==> config.mk <==
export PLATFORM = sky130hd
export DESIGN_NAME = plc_queue
export DESIGN_NICKNAME = d
export VERILOG_FILES = /design/src/rtl/core/plc_pkg.sv /design/src/rtl/core/plc_queue.sv
export SDC_FILE = /design/constraint.sdc
export NUM_CORES = 1
export LEC_CHECK = 0
export BUFFER_PORTS_ARGS = -buffer_cell sky130_fd_sc_hd__buf_4
export CORE_ASPECT_RATIO = 0.75
export CORE_MARGIN = 2
export CORE_UTILIZATION = 45
export DETAILED_ROUTE_END_ITERATION = 8
export PLACE_DENSITY_LB_ADDON = 0.12
export SYNTH_ARGS = -nofsm -noshare
export SYNTH_HDL_FRONTEND = slang
export SYNTH_SLANG_ARGS = --single-unit
==> constraint.sdc <==
create_clock -name clk_i -period 12.9 [get_ports clk_i]
set_input_delay 1.29 -clock clk_i [delete_from_list [all_inputs] [get_ports clk_i]]
set_output_delay 1.29 -clock clk_i [all_outputs]
set_load 0.005 [all_outputs]
==> src/rtl/core/plc_pkg.sv <==
package plc_pkg;

  localparam int unsigned COORD_BITS      = 13;
  localparam int unsigned PALETTE_ENTRIES = 256;
  localparam int unsigned IMAGE_BYTES_DEF = 65536;
  localparam int unsigned QDEPTH          = 4;

  localparam logic [7:0] TRANSPARENT = 8'hFF;

  localparam logic [2:0] CFG_FRAME_WIDTH  = 3'd0;
  localparam logic [2:0] CFG_FRAME_HEIGHT = 3'd1;
  localparam logic [2:0] CFG_UI_ORIGIN    = 3'd2;
  localparam logic [2:0] CFG_UI_EXTENT    = 3'd3;
  localparam logic [2:0] CFG_BAR_ORIGIN   = 3'd4;
  localparam logic [2:0] CFG_BAR_EXTENT   = 3'd5;
  localparam logic [2:0] CFG_ENABLES      = 3'd6;

  typedef enum logic [2:0] {
    OP_COMPOSE  = 3'd0,
    OP_WR_BASE  = 3'd1,
    OP_WR_OVL   = 3'd2,
    OP_WR_TOP   = 3'd3,
    OP_WR_BAR   = 3'd4,
    OP_WR_UI    = 3'd5
  } op_e;

  typedef struct packed {
    logic [12:0] frame_width;
    logic [12:0] frame_height;
    logic [25:0] ui_origin;
    logic [25:0] ui_extent;
    logic [25:0] bar_origin;
    logic [25:0] bar_extent;
    logic [2:0]  enables;
  } cfg_t;

  typedef struct packed {
    op_e         op;
    logic        bar_hit;
    logic        ui_hit;
    logic        top_on;
    logic [7:0]  base_index;
    logic [7:0]  upper_index;
    logic [15:0] waddr;
    logic [31:0] wdata;
  } item_t;

  typedef struct packed {
    item_t             itm;
    logic [3:0][25:0]  dvd;
  } qent_t;

  typedef struct packed {
    logic [12:0] rem;
    logic [12:0] low;
  } div_t;

  function automatic div_t div_step(div_t s, logic [12:0] dv);
    logic [13:0] t;
    div_t        r;
    t     = {s.rem, s.low[12]};
    r.low = {s.low[11:0], 1'b0};
    if (t >= {1'b0, dv}) begin
      t        = t - {1'b0, dv};
      r.low[0] = 1'b1;
    end
    r.rem = t[12:0];
    return r;
  endfunction

endpackage

==> src/rtl/core/plc_queue.sv <==
module plc_queue (
  input  logic           clk_i,
  input  logic           rst_ni,
  input  logic           push_i,
  input  plc_pkg::qent_t data_i,
  output logic           full_o,
  output logic           valid_o,
  output plc_pkg::qent_t data_o,
  input  logic           pop_i
);
  import plc_pkg::*;

  localparam int unsigned PtrW = $clog2(QDEPTH);

  qent_t               mem_q [QDEPTH];
  logic [PtrW-1:0]     wr_q, rd_q;
  logic [PtrW:0]       cnt_q;

  assign full_o  = (cnt_q == (PtrW+1)'(QDEPTH));
  assign valid_o = (cnt_q != '0);
  assign data_o  = mem_q[rd_q];

  always_ff @(posedge clk_i or negedge rst_ni) begin
    if (!rst_ni) begin
      wr_q  <= '0;
      rd_q  <= '0;
      cnt_q <= '0;
    end else begin
      if (push_i) begin
        wr_q <= wr_q + 1'b1;
      end
      if (pop_i) begin
        rd_q <= rd_q + 1'b1;
      end
      if (push_i && !pop_i) begin
        cnt_q <= cnt_q + 1'b1;
      end else if (pop_i && !push_i) begin
        cnt_q <= cnt_q - 1'b1;
      end
    end
  end

  always_ff @(posedge clk_i) begin
    if (push_i) begin
      mem_q[wr_q] <= data_i;
    end
  end

endmodule

==> results of run 1 <==
-- worst max-delay path by stage --
stage	start	to	slack (ps)	cells after the start
3_3_place_gp	rd_q[0]	data_o[36]	8860	3
4_1_cts	rd_q[0]	data_o[36]	8190	3
6_report	rd_q[0]	data_o[36]	8330	3
5_1_grt	rd_q[0]	data_o[36]	8040	3
2_1_floorplan	push_i	mem_q[1][0]	7100	1
3_5_place_dp	rd_q[0]	data_o[36]	8850	3
-- area by class of cell --
class | instances | area (µm²) | share of cell area, %
flip-flops and latches | 703 | 21100 | 67.9
multi-input cells | 197 | 4130 | 13.3
repair buffers | 367 | 2770 | 8.91
clock buffers | 95 | 1910 | 6.15
well taps | 731 | 915 | 2.94
clock inverters | 32 | 235 | 0.757
inverters | 4 | 15.0 | 0.0483
diodes | 2 | 5.00 | 0.0161
-- critical path, cell delays in order (launching register included) --
cell,delay [ps]
dfrtp_4,920
buf_4,870
mux4_2,670
buf_4,170
-- per-layer routing --
metal	GRT usage, %	up-vias
li1	-	4912
met1	23.5	5904
met2	26.2	294
met3	5.40	79
met4	5.06	2
met5	0	-
-- metrics by stage --
step	hold WS, ps	instances	util (%)	power [W]	cell area (µm²)
2_1_floorplan	449	943	-	0.00433	25500
3_3_place_gp	463	2002	51.6	0.00521	28900
3_5_place_dp	478	2002	51.6	0.00523	28900
4_1_cts	433	2129	55.4	0.00716	31100
5_1_grt	453	2129	55.4	0.00736	31100
6_report	483	2131	55.4	0.00702	31100
-- power by group --
group | leakage [nW] | switching [W] | internal, W
clock | 1.05 | 0.000814 | 0.00110
combinational | 3.00 | 0.000903 | 0.00105
sequential | 6.47 | 0.000161 | 0.00299
-- state kept, by name, summed over array words and instances, names as in the netlist --
signal,cells
rd_q,2
wr_q,2
cnt_q,3
mem_q,696
-- cells by family (layout without fill, tap and decap cells) --
logic type / after synthesis / in the layout / share of synthesized area, %
mux: 175 / 175 / 15.4
other cells: 0 / 2 / 0
simple gates: 9 / 9 / 0.196
buf+inv: 43 / 498 / 1.24
flops: 703 / 703 / 82.6
fa+ha+maj: 6 / 6 / 0.324
xor+xnor: 6 / 6 / 0.206
compound gates: 1 / 1 / 0.0196
-- cells in the mapped netlist --
| library cell | instances |
|---|---|
| and2_1 | 4 |
| buf_1 | 2 |
| buf_2 | 18 |
| buf_4 | 1 |
| buf_6 | 17 |
| clkbuf_1 | 1 |
| dfrtp_1 | 7 |
| edfxtp_1 | 696 |
| fa_1 | 1 |
| ha_1 | 5 |
| inv_1 | 4 |
| mux2_2 | 1 |
| mux4_2 | 174 |
| nand2_1 | 2 |
| nor2_1 | 1 |
| nor3b_1 | 1 |
| o21ai_0 | 1 |
| or3_1 | 1 |
| xnor2_1 | 2 |
| xor2_1 | 4 |
-- cell usage in the layout, fill, tap and decap left out --
cell,instances
xnor2_1,2
xor2_1,4
clkinv_1,14
buf_4,366
nor3b_1,1
dfrtp_4,2
fa_1,1
clkinvlp_4,1
nand2_1,2
clkbuf_1,22
clkinv_2,10
buf_12,1
edfxtp_1,696
mux2_2,1
mux4_2,174
nor2_1,1
or3_1,1
inv_1,4
clkbuf_16,73
and2_4,4
ha_1,5
o21ai_0,1
diode_2,2
bufinv_16,3
inv_6,4
dfrtp_1,5
==> results_dict.tcl, run 1 <==
set metrics [dict create \
    setup_viol 0 \
    insertion_delay_ps 610 \
    synth_top_area_cell "edfxtp_1" \
    place.gp.congestion 0.719 \
    initial_core_util_pct 45.5 \
    dr_total_vias 11200 \
    top_layer "met5" \
    grt_overflow 0 \
    detail-route-antenna-nets 0 \
    synthDominantCellAreaShare_pct 81.9 \
    area_delta_synth_final_pct 21.8 \
    io_buffers 353 \
    die-area_um2 58600 \
    synth_cells 943 \
    nNetsFinal 1527 \
    drt-met1-wl_um 21200 \
    post-route-period-util_pct 35.4 \
    worstHoldPathType "in2async" \
    rrSetupSlack_ps 9810 \
    synth.avg_cell_area_um2 27.1 \
    drtPass1Iterations 4 \
    reg2reg_depth 5 \
    ios 354 \
    syn_nets 1127 \
    drv_slew 0 \
    synth_area_leaders "edfxtp_1 (82%), mux4_2 (15%), buf_6 (0.75%)" \
    worstReg2RegEnd "mem_q[1][26]" \
    ys_ff_latch 703 \
    fin_skew_ps 30.8 \
    rows 75 \
    relSlewSlack_pct 32.3 \
    endpoint_kind "output pin" \
    pre_cts_slack_ps 8850 \
    p_leak_nw 10.5 \
    grt_start_max_net_pins 97 \
    cts_tree "yes" \
    hpwl_um 28800 \
    grt_usage_pct 17.0 \
    setup_slack_ps 8330 \
    yosysSeqAreaShare_pct 82.6 \
    numCtsBuffers 70 \
    rsz0062_at_grt "false" \
    netlist_area_um2 25500 \
    grt_pass1_vias 11700 \
    finalHoldViolCount 0 \
    die_h_um 210 \
    cts_buffer_depth 3 \
    route.detailed.drc 0 \
    htree_levels 3 \
    route.final.wire_length_um 49300 \
    met3_length_um 3340 \
    route.met2.wl_um 23700 \
    dieWidth_um 279 \
    wl_per_cell_um 23.1 \
    routed_via_density 5.25 \
    grt_pass1_wl_um 73900 \
    tritoncts_num_sinks 703 \
    path_class "reg2out" \
    powerDensity_nw_per_um2 226 \
    peakVddDrop_mv 0.178 \
    cap_viol_max_count 0 \
    yosys_warnings 0 \
    ys_types 20 \
    post_cts_resize_count 0 \
    worst_pin_slew_ps 1010 \
    nFillCells 4228 \
    period_needed_ps 4570 \
    fmax_mhz 219 \
    first_iter_violations 712 \
    clkTransAtPathRegs_ps 70 \
    cts_root_buf "clkbuf_16" \
    startpoint_type "flop" \
    cp.required_ps 11610 \
    ctsHoldBuffers 0 \
    drive_gt1_share_pct 45.7 \
    status "complete, no violations" \
    critPathArrivalTime_ps 3280 \
    antenna_found_initial 3 \
    finalSetupTns_ps 0 \
    crit_path_max_fanout 46 \
    core_area_um2 56000 \
    post-cts-setup-buffers 0 \
    r2r_start "wr_q[1]" \
]
Note: power is estimated with default switching activity, not from simulation.
==> inputs of run 2 (changes only) <==
==> constraint.sdc (replaced) <==
create_clock -name clk_i -period 4.4 [get_ports clk_i]
set_input_delay 0.44 -clock clk_i [delete_from_list [all_inputs] [get_ports clk_i]]
set_output_delay 0.44 -clock clk_i [all_outputs]
set_load 0.005 [all_outputs]
==> results_dict.tcl, run 2 (same netlist as run 1, synthesis figures left out) <==
set metrics [dict create \
    status "complete, no violations" \
    worstHoldPathType "in2reg" \
    top_regs "mem_q: 696 flops, cnt_q: 3 flops" \
    worst_pin_slew_ps 994 \
    p_total_w 0.0205 \
    post-cts-setup-buffers 0 \
    dr_total_vias 11200 \
    numCtsBuffers 69 \
    rows 75 \
    placed_area_um2 29100 \
    rsz0062_at_grt "false" \
    r2r_start "wr_q[0]" \
    die-area_um2 58600 \
    routed_via_density 5.23 \
    detail-route-antenna-nets 0 \
    insertion_delay_ps 600 \
    crit_path_max_fanout 46 \
    final_cell_mix "edfxtp_1 (696), buf_4 (369), mux4_2 (174)" \
    dieWidth_um 279 \
    tritoncts_num_sinks 703 \
    ios 354 \
    clkTransAtPathRegs_ps 60 \
    io_buffers 353 \
    route.detailed.drc 0 \
    path_class "reg2out" \
    die_h_um 210 \
    antenna_found_initial 6 \
    peakVddDrop_mv 0.344 \
    reg2reg_depth 4 \
    largest_reg_flops 696 \
    finalHoldViolCount 0 \
    grt_start_max_net_pins 81 \
    fmax_mhz 318 \
    htree_levels 3 \
    critPathArrivalTime_ps 2710 \
    drtPass1Iterations 5 \
    grt_pass1_wl_um 73700 \
    setup_viol 0 \
    endpoint_kind "output pin" \
    hpwl_um 29600 \
    final_cell_area_um2 31200 \
    powerDensity_nw_per_um2 658 \
    finalSetupTns_ps 0 \
    cts_buffer_depth 3 \
    cap_viol_max_count 0 \
    place.gp.congestion 0.723 \
    hp-start "data_i[98]" \
    area_delta_synth_final_pct 22.3 \
    relSlewSlack_pct 33.8 \
    wl_per_cell_um 23.1 \
    regMostFlops "mem_q" \
    startpoint_type "flop" \
    whs_ps 41.7 \
    nNetsFinal 1541 \
    cp.required_ps 3960 \
    grt_pass1_vias 11800 \
    post-route-period-util_pct 71.5 \
    initial_core_util_pct 45.5 \
    drive_gt1_share_pct 45.8 \
    rrSetupSlack_ps 2140 \
    p_leak_nw 10.6 \
    post_cts_resize_count 0 \
    grt_overflow 0 \
    cts_tree "yes" \
    final_util_pct 55.7 \
    route.final.wire_length_um 49500 \
    final_common_cell "edfxtp_1" \
    grt_usage_pct 17.0 \
    hold_depth 1 \
    drv_slew 0 \
    ctsHoldBuffers 3 \
    period_needed_ps 3150 \
    worstReg2RegEnd "mem_q[2][89]" \
    whs_endpoint "mem_q[2][98]" \
    first_iter_violations 812 \
    fin_skew_ps 16.1 \
    cts_root_buf "clkbuf_16" \
    core_area_um2 56000 \
]
-- run 2: changes by cell type in the layout (fill, tap and decap cells not counted), sizes merged --
| cell | delta |
|---|---|
| buf | +12 |
| bufinv | -1 |
| clkinv | +2 |
| dlygate4sd3 | +3 |
| inv | -1 |
| clkbuf | -6 |
| diode | -1 |
-- run 2: final cells by class --
class | instances | area [µm²]
antenna | 1 | 2.50
tap | 731 | 915
inverter | 4 | 15.0
sequential | 703 | 21100
fill | 4245 | 24800
clock inverter | 32 | 234
multi-input combinational | 197 | 4130
timing repair buffer | 382 | 3000
clock buffer | 89 | 1820
-- run 2: power by group --
group / total [W] / internal (W) / switching, W
combinational: 0.00591 / 0.00320 / 0.00270
clock: 0.00541 / 0.00305 / 0.00236
sequential: 0.00921 / 0.00875 / 0.000461
-- run 2: worst max-delay path: stages (launching register included) --
cell and delay (ps):
dfrtp_4 890, buf_12 420, mux4_2 590, buf_4 160
-- run 2: worst max-delay path by stage --
stage | cells past startpoint | endpoint | slack, ps | start
2_1_floorplan | 3 | mem_q[2][0] | 1200 | wr_q[0]
6_report | 3 | data_o[85] | 1250 | rd_q[0]
4_1_cts | 3 | data_o[73] | 1130 | rd_q[0]
3_5_place_dp | 3 | data_o[73] | 1780 | rd_q[0]
5_1_grt | 3 | data_o[73] | 1040 | rd_q[0]
3_3_place_gp | 3 | data_o[85] | 1780 | rd_q[0]
-- run 2: metal layers --
metal / routed length (µm) / global-route usage [%]
met4: 1130 / 5.14
met3: 3400 / 5.12
met2: 24400 / 27.4
met5: 75 / 0
met1: 20600 / 22.6
-- run 2: per-stage QoR --
step | setup slack, ps | instances
final | 1250 | 2139
after detailed placement | 1780 | 2014
after global placement | 1780 | 2014
after global routing | 1040 | 2138
after CTS | 1130 | 2138
after floorplan | 1200 | 943
